File: config.mk
export PLATFORM = sky130hd
export DESIGN_NAME = battery_level_outlier_filter
export DESIGN_NICKNAME = d
export VERILOG_FILES = /design/src/design/blof_pkg.sv /design/src/design/blof_cfg_regs.sv /design/src/design/blof_in_stage.sv /design/src/design/blof_core.sv /design/src/design/blof_out_stage.sv /design/src/design/battery_level_outlier_filter.sv
export SDC_FILE = /design/constraint.sdc
export NUM_CORES = 1
export LEC_CHECK = 0
export BUFFER_PORTS_ARGS = -buffer_cell sky130_fd_sc_hd__buf_2
export CAP_MARGIN = 40
export CORE_MARGIN = 3
export CORE_UTILIZATION = 30
export DETAILED_ROUTE_END_ITERATION = 6
export GPL_TIMING_DRIVEN = 1
export HOLD_SLACK_MARGIN = 0.05
export PLACE_DENSITY = 0.54
export SYNTH_ARGS = -nofsm -noshare
export SYNTH_HDL_FRONTEND = slang
export SYNTH_SLANG_ARGS = --single-unit
File: constraint.sdc
create_clock -name clk -period 24.2 [get_ports clk]
set_input_delay 6.05 -clock clk [delete_from_list [all_inputs] [get_ports clk]]
set_output_delay 6.05 -clock clk [all_outputs]
set_load 0.05 [all_outputs]
File: src/design/blof_pkg.sv
// ----------------------------------------------------------------------------
// blof_pkg
// Shared types and constants for the battery level outlier filter.
// ----------------------------------------------------------------------------
package blof_pkg;

  localparam int DATA_W     = 8;
  localparam int STATUS_W   = 2;
  localparam int RING_DEPTH = 5;
  localparam int SLOT_W     = 3;
  localparam int CFG_IDX_W  = 2;

  // floor(x / 5) as (x * 3277) >> 14, exact for x below 16384
  localparam int DIV5_MUL   = 3277;
  localparam int DIV5_SHIFT = 14;

  localparam logic [DATA_W-1:0] MARGIN_RST = 8'd5;

  typedef enum logic [STATUS_W-1:0] {
    ST_NORMAL  = 2'd0,
    ST_WARNING = 2'd1,
    ST_STOP    = 2'd2
  } status_t;

  typedef enum logic [CFG_IDX_W-1:0] {
    CFG_WARNING_LEVEL  = 2'd0,
    CFG_STOP_LEVEL     = 2'd1,
    CFG_OUTLIER_MARGIN = 2'd2
  } cfg_idx_t;

  typedef struct packed {
    logic [DATA_W-1:0] warning_level;
    logic [DATA_W-1:0] stop_level;
    logic [DATA_W-1:0] outlier_margin;
  } cfg_t;

  typedef struct packed {
    status_t           status;
    logic [DATA_W-1:0] level;
  } result_t;

endpackage

File: src/design/blof_cfg_regs.sv
// ----------------------------------------------------------------------------
// blof_cfg_regs
// Threshold and margin registers behind the plain write port.
// ----------------------------------------------------------------------------
module blof_cfg_regs (
  input  logic                            clk,
  input  logic                            rst_n,
  input  logic                            cfg_we,
  input  logic [blof_pkg::CFG_IDX_W-1:0]  cfg_index,
  input  logic [blof_pkg::DATA_W-1:0]     cfg_wdata,
  output blof_pkg::cfg_t                  cfg
);

  blof_pkg::cfg_t cfg_r;
  blof_pkg::cfg_t cfg_nxt;

  always_comb begin
    cfg_nxt = cfg_r;
    if (cfg_we) begin
      unique case (blof_pkg::cfg_idx_t'(cfg_index))
        blof_pkg::CFG_WARNING_LEVEL:  cfg_nxt.warning_level  = cfg_wdata;
        blof_pkg::CFG_STOP_LEVEL:     cfg_nxt.stop_level     = cfg_wdata;
        blof_pkg::CFG_OUTLIER_MARGIN: cfg_nxt.outlier_margin = cfg_wdata;
        default: ;
      endcase
    end
  end

  always_ff @(posedge clk) begin
    if (!rst_n) begin
      cfg_r.warning_level  <= '0;
      cfg_r.stop_level     <= '0;
      cfg_r.outlier_margin <= blof_pkg::MARGIN_RST;
    end else begin
      cfg_r <= cfg_nxt;
    end
  end

  assign cfg = cfg_r;

endmodule

File: src/design/blof_in_stage.sv
// ----------------------------------------------------------------------------
// blof_in_stage
// Input register: holds one sample until the core takes it.
// ----------------------------------------------------------------------------
module blof_in_stage (
  input  logic                         clk,
  input  logic                         rst_n,
  input  logic                         in_tvalid,
  output logic                         in_tready,
  input  logic [blof_pkg::DATA_W-1:0]  in_tdata,
  input  logic                         out_room,
  output logic                         fire,
  output logic [blof_pkg::DATA_W-1:0]  sample
);

  logic                        vld_r;
  logic                        vld_nxt;
  logic [blof_pkg::DATA_W-1:0] sample_r;
  logic                        take;

  assign fire      = vld_r && out_room;
  assign in_tready = !vld_r || out_room;
  assign take      = in_tvalid && in_tready;

  always_comb begin
    vld_nxt = vld_r;
    if (take) begin
      vld_nxt = 1'b1;
    end else if (fire) begin
      vld_nxt = 1'b0;
    end
  end

  always_ff @(posedge clk) begin
    if (!rst_n) begin
      vld_r <= 1'b0;
    end else begin
      vld_r <= vld_nxt;
    end
  end

  always_ff @(posedge clk) begin
    if (take) begin
      sample_r <= in_tdata;
    end
  end

  assign sample = sample_r;

endmodule

File: src/design/blof_core.sv
// ----------------------------------------------------------------------------
// blof_core
// Ring, outlier clamp, average and status for one sample per cycle while fire is high.
// ----------------------------------------------------------------------------
module blof_core (
  input  logic                         clk,
  input  logic                         rst_n,
  input  logic                         fire,
  input  logic [blof_pkg::DATA_W-1:0]  sample,
  input  blof_pkg::cfg_t               cfg,
  output blof_pkg::result_t            result
);

  localparam int DW    = blof_pkg::DATA_W;
  localparam int SUM_W = DW + 3;
  localparam int PRD_W = SUM_W + 12;

  logic [DW-1:0]                  history_r  [blof_pkg::RING_DEPTH];
  logic [DW-1:0]                  history_nxt[blof_pkg::RING_DEPTH];
  logic [blof_pkg::SLOT_W-1:0]    slot_r, slot_nxt;
  logic                           full_r, full_nxt;
  logic [DW-1:0]                  avg_r, avg_nxt;

  logic [blof_pkg::SLOT_W-1:0]    slot;
  logic [DW-1:0]                  hist_w[blof_pkg::RING_DEPTH];
  logic [DW-1:0]                  hist_c[blof_pkg::RING_DEPTH];
  logic [blof_pkg::SLOT_W-1:0]    hi_idx, lo_idx;
  logic [DW-1:0]                  hi_val, lo_val;
  logic                           hi_out, lo_out;
  logic [SUM_W-1:0]               sum5;
  logic [DW+1:0]                  sum4;
  logic [PRD_W-1:0]               prod;
  logic [DW-1:0]                  avg5;
  blof_pkg::result_t              res;

  always_comb begin
    slot = (slot_r >= blof_pkg::SLOT_W'(blof_pkg::RING_DEPTH)) ? '0 : slot_r;
    for (int k = 0; k < blof_pkg::RING_DEPTH; k++) begin
      hist_w[k] = (slot == blof_pkg::SLOT_W'(k)) ? sample : history_r[k];
    end
    if (slot == blof_pkg::SLOT_W'(blof_pkg::RING_DEPTH - 1)) begin
      slot_nxt = '0;
      full_nxt = 1'b1;
    end else begin
      slot_nxt = slot + 1'b1;
      full_nxt = full_r;
    end
  end

  // first maximum and first minimum, scanning up from entry 0
  always_comb begin
    hi_idx = '0;
    lo_idx = '0;
    hi_val = hist_w[0];
    lo_val = hist_w[0];
    for (int k = 1; k < blof_pkg::RING_DEPTH; k++) begin
      if (hist_w[k] > hi_val) begin
        hi_val = hist_w[k];
        hi_idx = blof_pkg::SLOT_W'(k);
      end
      if (hist_w[k] < lo_val) begin
        lo_idx = blof_pkg::SLOT_W'(k);
        lo_val = hist_w[k];
      end
    end
  end

  // max is clamped first; min sees that result when both are the same entry
  always_comb begin
    hi_out = {2'b00, hi_val} > ({2'b00, avg_r} + {2'b00, cfg.outlier_margin});
    for (int k = 0; k < blof_pkg::RING_DEPTH; k++) begin
      hist_c[k] = (hi_out && hi_idx == blof_pkg::SLOT_W'(k)) ? avg_r : hist_w[k];
    end
    lo_out = ({1'b0, hist_c[lo_idx]} + {1'b0, cfg.outlier_margin}) < {1'b0, avg_r};
    if (lo_out) begin
      for (int k = 0; k < blof_pkg::RING_DEPTH; k++) begin
        if (lo_idx == blof_pkg::SLOT_W'(k)) begin
          hist_c[k] = avg_r;
        end
      end
    end
  end

  always_comb begin
    sum5 = '0;
    for (int k = 0; k < blof_pkg::RING_DEPTH; k++) begin
      sum5 = sum5 + SUM_W'(hist_c[k]);
    end
    sum4 = '0;
    for (int k = 0; k < blof_pkg::RING_DEPTH - 1; k++) begin
      sum4 = sum4 + (DW+2)'(hist_w[k]);
    end
    prod = PRD_W'(sum5) * PRD_W'(blof_pkg::DIV5_MUL);
    avg5 = prod[blof_pkg::DIV5_SHIFT +: DW];
  end

  always_comb begin
    if (full_nxt) begin
      for (int k = 0; k < blof_pkg::RING_DEPTH; k++) begin
        history_nxt[k] = hist_c[k];
      end
      avg_nxt   = avg5;
      res.level = avg5;
      if (avg5 < cfg.warning_level) begin
        res.status = (avg5 <= cfg.stop_level) ? blof_pkg::ST_STOP : blof_pkg::ST_WARNING;
      end else begin
        res.status = blof_pkg::ST_NORMAL;
      end
    end else begin
      for (int k = 0; k < blof_pkg::RING_DEPTH; k++) begin
        history_nxt[k] = hist_w[k];
      end
      avg_nxt    = sum4[DW+1:2];
      res.level  = sample;
      res.status = blof_pkg::ST_NORMAL;
    end
  end

  always_ff @(posedge clk) begin
    if (!rst_n) begin
      for (int k = 0; k < blof_pkg::RING_DEPTH; k++) begin
        history_r[k] <= '0;
      end
      slot_r <= '0;
      full_r <= 1'b0;
      avg_r  <= '0;
    end else if (fire) begin
      for (int k = 0; k < blof_pkg::RING_DEPTH; k++) begin
        history_r[k] <= history_nxt[k];
      end
      slot_r <= slot_nxt;
      full_r <= full_nxt;
      avg_r  <= avg_nxt;
    end
  end

  assign result = res;

`ifndef SYNTHESIS
  a_slot_range: assert property (@(posedge clk) disable iff (!rst_n)
    slot_r < blof_pkg::SLOT_W'(blof_pkg::RING_DEPTH))
    else $error("write slot out of range");

  a_full_sticky: assert property (@(posedge clk) disable iff (!rst_n)
    full_r |=> full_r)
    else $error("ring full flag dropped without reset");

  a_prefill_pass: assert property (@(posedge clk) disable iff (!rst_n)
    (fire && !full_nxt) |-> (res.status == blof_pkg::ST_NORMAL && res.level == sample))
    else $error("raw sample not passed before ring full");

  a_alarm_level: assert property (@(posedge clk) disable iff (!rst_n)
    (fire && res.status != blof_pkg::ST_NORMAL) |-> (res.level < cfg.warning_level))
    else $error("alarm status with level at or above warning level");
`endif

endmodule

File: src/design/blof_out_stage.sv
// ----------------------------------------------------------------------------
// blof_out_stage
// Result register on the master side; frees itself as the sink takes it.
// ----------------------------------------------------------------------------
module blof_out_stage (
  input  logic                clk,
  input  logic                rst_n,
  input  logic                fire,
  input  blof_pkg::result_t   result,
  output logic                out_room,
  output logic                out_tvalid,
  input  logic                out_tready,
  output logic [15:0]         out_tdata
);

  logic              vld_r, vld_nxt;
  blof_pkg::result_t res_r;

  assign out_room = !vld_r || out_tready;

  always_comb begin
    vld_nxt = vld_r;
    if (fire) begin
      vld_nxt = 1'b1;
    end else if (out_tready) begin
      vld_nxt = 1'b0;
    end
  end

  always_ff @(posedge clk) begin
    if (!rst_n) begin
      vld_r <= 1'b0;
    end else begin
      vld_r <= vld_nxt;
    end
  end

  always_ff @(posedge clk) begin
    if (fire) begin
      res_r <= result;
    end
  end

  assign out_tvalid = vld_r;
  assign out_tdata  = {6'b0, res_r.level, res_r.status};

endmodule

File: src/design/battery_level_outlier_filter.sv
// ----------------------------------------------------------------------------
// battery_level_outlier_filter
// Five-sample battery ring with outlier clamp, averaged level and alarm status.
// ----------------------------------------------------------------------------
// path: an accepted sample passes the input register, then the result register
// throughput: one sample per cycle while the sink keeps out_tready high; the ring,
//   clamp and divide by five settle combinationally between the input register and the result register
// reset: synchronous active low; clears ring, slot, full flag, average,
//   thresholds (margin to 5) and both valid flags
module battery_level_outlier_filter (
  input  logic                            clk,
  input  logic                            rst_n,
  input  logic                            in_tvalid,
  output logic                            in_tready,
  input  logic [7:0]                      in_tdata,   // [7:0] sample
  output logic                            out_tvalid,
  input  logic                            out_tready,
  output logic [15:0]                     out_tdata,  // [1:0] status, [9:2] level, rest 0
  input  logic                            cfg_we,
  input  logic [blof_pkg::CFG_IDX_W-1:0]  cfg_index,
  input  logic [blof_pkg::DATA_W-1:0]     cfg_wdata
);

  blof_pkg::cfg_t              cfg;
  blof_pkg::result_t           result;
  logic                        fire;
  logic                        out_room;
  logic [blof_pkg::DATA_W-1:0] sample;

  blof_cfg_regs u_cfg (
    .clk       (clk),
    .rst_n     (rst_n),
    .cfg_we    (cfg_we),
    .cfg_index (cfg_index),
    .cfg_wdata (cfg_wdata),
    .cfg       (cfg)
  );

  blof_in_stage u_in (
    .clk       (clk),
    .rst_n     (rst_n),
    .in_tvalid (in_tvalid),
    .in_tready (in_tready),
    .in_tdata  (in_tdata),
    .out_room  (out_room),
    .fire      (fire),
    .sample    (sample)
  );

  blof_core u_core (
    .clk    (clk),
    .rst_n  (rst_n),
    .fire   (fire),
    .sample (sample),
    .cfg    (cfg),
    .result (result)
  );

  blof_out_stage u_out (
    .clk        (clk),
    .rst_n      (rst_n),
    .fire       (fire),
    .result     (result),
    .out_room   (out_room),
    .out_tvalid (out_tvalid),
    .out_tready (out_tready),
    .out_tdata  (out_tdata)
  );

endmodule
==> results of run 1 <==
==> routing by layer <==
| layer | GRT usage | vias to the layer above | wire (um) |
|---|---|---|---|
| met5 | 0 | - | 0 |
| met3 | 0.0269 | 72 | 2860 |
| li1 | - | 5371 | - |
| met1 | 0.258 | 5278 | 19500 |
| met2 | 0.290 | 421 | 18700 |
| met4 | 0.0654 | 0 | 1690 |
==> flip-flops by register name, summed over array words and instances (netlist names) <==
name,cells
u_core.avg_r,8
u_out.out_tdata,10
u_core.full_r,1
u_in.sample,8
u_out.out_tvalid,1
u_in.vld_r,1
u_cfg.cfg,24
u_core.history_r,40
u_core.slot_r,3
==> worst max-delay path: cells and delay by family (launching register included) <==
kind	cells	cell delay (ns)
compound gates	49	8.64
fa+ha+maj	18	6.80
simple gates	20	3.16
buf+inv	12	1.73
mux	3	0.85
xor+xnor	4	0.67
flops	1	0.42
==> timing repair <==
item	in CTS	in global routing
setup endpoints to repair	0	18
buffers inserted	0	3
resized for setup	0	38
==> through the flow <==
| step | setup WS, ns | instance area, um^2 | setup TNS [ns] | utilization |
|---|---|---|---|---|
| 6_report | 1.62 | 14400 | 0 | 0.341 |
| 5_1_grt | -0.0145 | 14400 | -0.0145 | 0.341 |
| 4_1_cts | 0.388 | 14300 | 0 | 0.337 |
| 3_5_place_dp | 0.485 | 13900 | 0 | 0.329 |
| 3_3_place_gp | 0.700 | 13900 | 0 | 0.329 |
| 2_1_floorplan | 1.86 | 13000 | 0 | - |
==> final cells by class <==
type,instances,area [um^2],share of cell area
clock buffer,11,254,0.0176
clock inverter,5,61.3,0.00425
inverter,199,747,0.0518
multi-input combinational,1176,9580,0.664
sequential,96,2510,0.174
tap,577,722,0.0500
timing repair buffer,84,561,0.0388
==> logic make-up after synthesis <==
family                     count (synthesis)  share of synthesized area
xor gates and xnor gates                  50                     0.0337
muxes                                     91                     0.0739
and+or+nand+nor                          377                      0.137
other                                      1                   0.000289
DFF                                       96                      0.193
buffers and inverters                    266                     0.0823
adders and majority gates                255                      0.280
AOI/OAI and AO/OA                        397                      0.200
==> cells in the mapped netlist, drive strengths merged, types with 7 or more instances <==
cell	number	share of area
fa	59	0.091
inv	197	0.057
nand2	131	0.038
nor2b	41	0.020
mux2	26	0.023
a211oi	24	0.018
clkbuf	44	0.013
xnor2	31	0.021
nand2b	14	0.0067
xor2	19	0.013
and3	8	0.0042
o21bai	18	0.010
o31ai	7	0.0040
buf	23	0.012
and2	12	0.0058
o21ai	105	0.041
mux2i	65	0.051
ha	196	0.19
a21oi	131	0.051
dfxtp	38	0.059
edfxtp	58	0.13
a21o	34	0.020
o21a	15	0.0087
nor3	13	0.0054
nand3	19	0.0073
or2	7	0.0034
nor2	107	0.031
==> placed cells by master (no fill, tap or decap), types with 5 or more instances in the layout <==
cell type | Yosys | final
a211oi_1 | 14 | 14
a211oi_2 | 9 | 9
a21o_1 | 34 | 34
a21oi_1 | 131 | 130
a221oi_1 | 5 | 5
a222oi_1 | 6 | 6
a22o_1 | 6 | 6
a31oi_1 | 6 | 6
and2_1 | 12 | 11
and3_1 | 7 | 7
buf_2 | 8 | 34
buf_4 | 6 | 47
clkbuf_16 | 0 | 10
conb_1 | 1 | 6
dfxtp_1 | 38 | 35
edfxtp_1 | 58 | 58
fa_1 | 59 | 59
ha_1 | 196 | 195
inv_1 | 195 | 195
mux2_2 | 25 | 22
mux2i_1 | 64 | 64
nand2_1 | 131 | 130
nand2b_1 | 14 | 14
nand3_1 | 19 | 18
nand3b_1 | 5 | 5
nand4_1 | 6 | 6
nor2_1 | 106 | 104
nor2b_1 | 41 | 41
nor3_1 | 12 | 11
o21a_1 | 15 | 15
o21ai_0 | 102 | 97
o21bai_1 | 18 | 18
o22ai_1 | 5 | 5
o31ai_1 | 7 | 6
xnor2_1 | 31 | 28
xor2_1 | 19 | 19
==> final timing paths <==
path	startpoint	slack (ns)	cells past startpoint	to
setup / recovery	u_core.slot_r[0]	1.62	106	u_out.out_tdata[0]
hold / removal	u_cfg.cfg[9]	0.52	2	u_cfg.cfg[9]
setup reg to reg	u_core.slot_r[0]	1.62	106	u_out.out_tdata[0]
hold reg to reg	u_cfg.cfg[9]	0.52	2	u_cfg.cfg[9]
==> key figures, run 1 <==
Floorplan
  – Io pins: 41
  – Core Area: 42300 um^2
  – Core Rows: 75
  – Die W: 214 um
  – Die Y: 214 um
  – Die area: 45800 um^2
  – Initial core utilization: 0.307

Timing
  – Final Critical Period: 22.58 ns
  – Period utilization: 0.933
  – # setup viols final: 0
  – Hold Violations, Final: 0
  – Worst slew pin tran: 0.922 ns
  – Final slew viol count: 0
  – Min Hold Slack: 0.522 ns
  – Clock skew: between 0.01 and 0.015 ns
  – Maximum clock rate: 44.3 MHz
  – Rel. slew slack: 0.381

Route
  – Vias/cell: 5.19
  – DR vias: 11142
  – Residual DRC: 23
  – Initial DRC count: 990
  – Detail Route Antenna Nets: 0
  – Pre-antenna DRT Iters: 7
  – Routed WL per cell: roughly 20 um
  – Drt total wl: roughly 43000 um

Final layout
  – Area growth syn-to-layout: 11.2%
  – Layout cells sized above 1: 0.117
  – Nets: 1844
  – Finished Layout Cells: 2148
  – Fillcell total: 4458
  – ANT cells: 0

Critical path
  – Crit path DAT: 22.67 ns
  – Critical path class: flop to flop
  – Worst EP required: ~24 ns
  – Most common cell on crit path: a21oi_1
  – Critical Path End Type: flop
  – CP startpoint kind: flop
  – Max incr delay on CP: 0.55 ns
  – Crit Path Max Fanout: 18
  – CP max stage cell: fa_1

Synth
  – Syn avg cell area: 8.47 um^2
  – Syn Inst Count: 1533
  – Cell Area, Synth: 13000 um^2
  – Primary FF master, synth: edfxtp_1
  – Post-synth EDFFs: 58
  – Ys Warns: 0
  – Synthesized flop and latch total: 96
  – Netlist cell types: 84
  – Async S/R FF share, synth: 0
  – Sequential area share after synthesis: 0.193

Clock network
  – Clock sinks: 96
  – Clock transition at path regs: 0.07 ns
  – Clk root buf: clkbuf_16
  – Worst-Skew Late Latency: 0.36 ns
  – Clock tree buffer depth: 2
  – # hold bufs at CTS: 0
  – Total CTS buffers: 9
  – CTS tree: yes
  – H-tree depth: 3

GRT
  – Vias in the first global route: 11033
  – GRT Overall Usage: 0.184
  – First-pass GRT wire length: 66000 um
  – Initial antenna violation count: 0
  – Largest net degree at the start of global routing: 46
  – GRT overflow: 0

Run
  – Max_cap viols: 0

Place
  – Total instance count after detailed placement: 2129
  – Hpwl dp: 33900 um
  – Number of port buffers: 34
  – Placer Congestion: about 0.98

Outcome
  – Failing checks: DRC
  – Status: finished with violations

Worst hold path
  – Hold/Removal Path Class: flop to flop
Power of run 1 is left out: the tool's default activity adds up to more than one toggle a clock period on the data nets, which glitch-free logic cannot reach.
==> run 2, diff against run 1 <==
- ABC_AREA: default -> 1
- PLACE_DENSITY: 0.54 -> default
- PLACE_DENSITY_LB_ADDON: default -> 0.08
==> run 2 against run 1 <==
The flow now finishes without violations. Sequential cell count unchanged. Worst setup slack improved by 0.47 ns. Die area decreased by 3.5%. Design area decreased by 4.9%. Utilization decreased by 0.64 points. Sequential share of layout area increased by 0.87 points. Maximum frequency increased by 2.1%. First-iteration DRC count decreased by 12%. Synthesized cell count increased by 12%. Cell count increased by 6.0%. Critical endpoint is now u_out.out_tdata[1].
==> key figures, run 2 <==
Route
  – Vias/cell: 4.90
  – Residual DRC: 0
  – DR vias: between 10000 and 15000
  – Pre-antenna DRT Iters: 5
  – Initial DRC count: 867
  – Detail Route Antenna Nets: 0
  – Drt total wl: 47900 um
  – Routed WL per cell: 21.0 um

Final layout
  – Most frequent cells in the layout: nand2_1, inv_1, o21ai_0
  – Layout cells sized above 1: 0.0843
  – ANT cells: 0
  – Design area: 13700 um^2
  – Area growth syn-to-layout: 9.68%
  – Largest reg by FF count: u_core.history_r
  – Max reg flops: 40
  – Finished Layout Cells: 2276
  – Most common cell after layout, fill and taps aside: nand2_1
  – Nets: slightly above 2000

Synth
  – Async S/R FF share, synth: 0
  – Netlist cell types: 51
  – Post-synth top area share: 0.196
  – Synth cell count leaders: nand2_1, inv_1, o21ai_0
  – Syn avg cell area: 7.30 um^2
  – Primary FF master, synth: edfxtp_1
  – Ys Warns: 0
  – Sequential area share after synthesis: 0.200
  – Synth area leaders: ha_1, edfxtp_1, nand2_1
  – Syn Inst Count: approximately 1700
  – Cell Area, Synth: between 10000 and 15000 um^2
  – Count leader, synth: nand2_1
  – Post-synth EDFFs: 58
  – Synthesized flop and latch total: 96
  – Post-synth top area cell: ha_1

Worst hold path
  – Hold/Removal Path Class: flop to flop

Timing
  – Maximum clock rate: 45.2 MHz
  – Final Critical Period: 22.11 ns
  – Clock skew: about 0.023 ns
  – Period utilization: 0.914
  – Hold Violations, Final: 0
  – RSZ-0062 raised after global routing: no
  – Worst slew pin tran: 0.960 ns
  – Rel. slew slack: 0.353
  – Final slew viol count: 0
  – Total negative slack: 0 ns
  – # setup viols final: 0

Floorplan
  – Die area: 44200 um^2
  – Die W: 210 um
  – Core Rows: 74
  – Core Area: 41000 um^2
  – Io pins: about 40
  – Die Y: 210 um
  – Initial core utilization: 0.305

Outcome
  – Status: complete, no violations

Clock network
  – Worst-Skew Late Latency: 0.40 ns
  – H-tree depth: 3
  – Clock transition at path regs: 0.07 ns
  – Clk root buf: clkbuf_16
  – # hold bufs at CTS: 0
  – Total CTS buffers: 9
  – CTS tree: yes
  – Clock tree buffer depth: 2
  – Clock sinks: 96

Place
  – Number of port buffers: 34
  – DP Area: about 13000 um^2
  – Placer Congestion: 0.913
  – Total instance count after detailed placement: 2256
  – Hpwl dp: 39700 um

Run
  – Max_cap viols: 0

Critical path
  – Flop-to-flop setup slack: 2.09 ns
  – Critical Path End Type: flop
  – CP max stage cell: fa_1
  – Worst EP required: approximately 24 ns
  – Most common cell on crit path: nand2_1
  – Crit Path Max Fanout: 18
  – Max incr delay on CP: 0.59 ns
  – Critical path class: flop to flop
  – Crit path DAT: 22.24 ns
  – CP startpoint kind: flop

GRT
  – Largest net degree at the start of global routing: 70
  – Vias in the first global route: 10855
  – Initial antenna violation count: 2
  – First-pass GRT wire length: 71300 um
  – GRT overflow: 0
  – GRT Overall Usage: 0.218
-- run 2: cell count changes after synthesis, moves of 35 or more --
cell     delta
mux2i_1    -64
o21ai_1    +35
nand2_1   +193
nor2b_1    -41
inv_1     +120
o21ai_0   +114
-- run 2: logic make-up (layout without fill, tap and decap cells) --
group	after synthesis	count (layout)	synth area share
xor+xnor	41	41	0.0287
other cells	1	6	0.000300
simple gates	502	502	0.170
buf+inv	382	407	0.119
flops	96	96	0.200
fa+ha+maj	255	255	0.290
compound gates	437	437	0.191
-- run 2: cell type report --
class | instances | area (um^2)
Sequential cell | 96 | 2500
Fill cell | 4428 | 27300
Inverter | 332 | 1250
Clock inverter | 4 | 51.3
Clock buffer | 12 | 246
Timing Repair Buffer | 58 | 358
Tap cell | 532 | 666
Multi-Input combinational cell | 1241 | 8640
Timing Repair inverter | 1 | 7.51
-- run 2: final timing paths --
check                   startpoint                  to  cells past startpoint
hold / removal       u_cfg.cfg[22]       u_cfg.cfg[22]                      2
setup / recovery  u_core.slot_r[2]  u_out.out_tdata[1]                    125
setup reg to reg  u_core.slot_r[2]  u_out.out_tdata[1]                    125
hold reg to reg      u_cfg.cfg[22]       u_cfg.cfg[22]                      2
-- run 2: layer usage --
layer / up-vias / part of all wire / global-route usage
met4: 0 / 0.020 / 0.0551
li1: 5661 / - / -
met2: 239 / 0.46 / 0.354
met5: - / 0 / 0
met3: 33 / 0.040 / 0.0220
met1: 5209 / 0.48 / 0.313
-- run 2: critical path: cells and delay by family, from the launching register on --
family,cells,cell delay [ns]
XOR/XNOR,4,0.77
flip-flops,1,0.40
adder cells (fa/ha/maj),20,7.62
AND/OR/NAND/NOR,44,4.77
AO/OA/AOI/OAI,37,6.01
buffers and inverters,20,2.15
-- run 2: per-stage QoR --
stage	util	setup slack [ns]	hold WS, ns
after floorplan	-	3.63	0.428
after global placement	0.323	0.817	0.455
after detailed placement	0.324	0.821	0.463
after CTS	0.332	0.706	0.472
after global routing	0.335	0.0334	0.489
final	0.335	2.09	0.467
-- run 2: timing repair --
| item | in CTS | in global routing |
|---|---|---|
| setup endpoints to repair | 0 | 14 |
| endpoints found under the hold margin | 0 | 0 |
| resized for setup | 0 | 37 |
| setup buffers | 0 | 3 |
Power of run 2 is left out for the same reason.
==> run 3, diff against run 2 <==
- CELL_PAD_IN_SITES_DETAIL_PLACEMENT: default -> 1
- CELL_PAD_IN_SITES_GLOBAL_PLACEMENT: default -> 1
- REMOVE_ABC_BUFFERS: default -> 1
- clock period: 24.2 -> 28.2 ns (I/O delays scaled with it)
==> run 3 against run 2 <==
Design area is 0.52% lower. Sequential cell count stayed put. Count of clock-buffer cells in the layout is 3 lower. Critical path type unchanged. Highest routed layer unchanged.
==> key figures, run 3 (synthesized netlist as in run 2, its figures left out) <==
Run
  – Max_cap viols: 0

Worst hold path
  – Hold depth: 2
  – Hold/Removal Path Class: flop to flop

Final layout
  – Area growth syn-to-layout: 9.11%
  – Max reg flops: 40
  – Layout cells sized above 1: 0.0790
  – Largest reg by FF count: u_core.history_r
  – Nets: 2020
  – Most frequent cells in the layout: nand2_1, inv_1, o21ai_0
  – Most common cell after layout, fill and taps aside: nand2_1
  – ANT cells: 0

Route
  – Drt total wl: 50600 um
  – Routed WL per cell: 22.2 um
  – Residual DRC: 0
  – Detail Route Antenna Nets: 0
  – Pre-antenna DRT Iters: 5
  – DR vias: 11642
  – Vias/cell: 5.11
  – Initial DRC count: 669

Timing
  – Maximum clock rate: 41.2 MHz
  – Worst slew pin tran: 0.925 ns
  – # setup viols final: 0
  – Period utilization: 0.860
  – RSZ-0062 raised after global routing: no
  – Clock skew: 0.0138 ns
  – Final Critical Period: 24.27 ns
  – Hold Violations, Final: 0
  – Rel. slew slack: 0.383
  – Final slew viol count: 0
  – Total negative slack: 0 ns

Floorplan
  – Core Area: 41000 um^2
  – Io pins: 41
  – Initial core utilization: 0.305
  – Core Rows: 74
  – Die W: around 210 um
  – Die Y: 210 um
  – Die area: between 40000 and 50000 um^2

GRT
  – Initial antenna violation count: 0
  – GRT Overall Usage: 0.232
  – GRT overflow: 0
  – Layer with the highest usage: met2
  – GR met1 Demand/Resource: 0.308
  – Met2 Use GR: 0.391
  – Largest net degree at the start of global routing: 70
  – First-pass GRT wire length: 75900 um
  – GRT met3 Usage: 0.0292
  – Vias in the first global route: approximately 12000

Clock network
  – Clock tree buffer depth: 2
  – Resize count post-CTS: 0
  – Clock sinks: 96
  – Clk root buf: clkbuf_16
  – Worst-Skew Late Latency: ~0.40 ns
  – H-tree depth: 3
  – Post-CTS setup buffer count: 0
  – # hold bufs at CTS: 0
  – CTS tree: yes
  – Total CTS buffers: 9
  – Clock transition at path regs: 0.09 ns

Place
  – Hpwl dp: 42100 um
  – Number of port buffers: 34
  – Placer Congestion: slightly above 1

Critical path
  – Crit Path Max Fanout: 18
  – Most common cell on crit path: nand2_1
  – Worst EP required: 28.36 ns
  – Worst reg2reg path depth: 116
  – Critical Path End Type: flop
  – Crit path DAT: 24.43 ns
  – Max incr delay on CP: approximately 0.88 ns
  – CP startpoint kind: flop
  – CP max stage cell: o21ai_0
  – Critical path class: flop to flop

Outcome
  – Status: complete, no violations
run 3: changes by cell type in the layout (fill, tap and decap cells not counted), moves of 3 or more:
cell / previous run / this run
o21ai_1: 50 / 36
o21ai_0: 201 / 216
nand3_1: 35 / 38
nand2_1: 320 / 323
nand3_4: 3 / 0
buf_2: 39 / 43
run 3: worst paths after layout:
check	from	endpoint	slack (ns)
hold reg to reg	u_cfg.cfg[8]	u_cfg.cfg[8]	0.46
hold / removal	u_cfg.cfg[8]	u_cfg.cfg[8]	0.46
setup reg to reg	u_core.slot_r[2]	u_out.out_tdata[0]	3.93
setup / recovery	u_core.slot_r[2]	u_out.out_tdata[0]	3.93
run 3: worst max-delay path: cells and delay by family, from the launching register on:
family          cells  cell delay [ns]
xor+xnor            4             0.75
fa+ha+maj          19             7.39
compound gates     34             7.30
buf+inv            18             1.99
simple gates       41             6.15
flops               1             0.41
run 3: layout make-up:
cell class | count | area (um^2)
clock buffers | 9 | 225
repair buffers | 62 | 365
flip-flops and latches | 96 | 2500
clock inverters | 7 | 98.8
well taps | 532 | 666
inverters | 332 | 1250
multi-input cells | 1241 | 8550
fillers | 5103 | 27400
run 3: metrics by stage:
step           hold slack, ns  area [um^2]   util  cells  worst slack [ns]
2_1_floorplan           0.427        12300      -   1669              8.11
3_5_place_dp            0.462        13300  0.325   2263              3.96
6_report                0.465        13700  0.333   2279              3.93
4_1_cts                 0.473        13700  0.333   2279              3.85
5_1_grt                 0.498        13700  0.333   2279              1.58
3_3_place_gp            0.458        13300  0.323   2252              4.37
run 3: metal layers:
metal | up-vias | wire length (um)
met4 | 0 | 1680
met5 | - | 0
met3 | 57 | 1760
met2 | 226 | 23900
li1 | 5652 | -
met1 | 5707 | 23300
Power of run 3 is left out for the same reason.
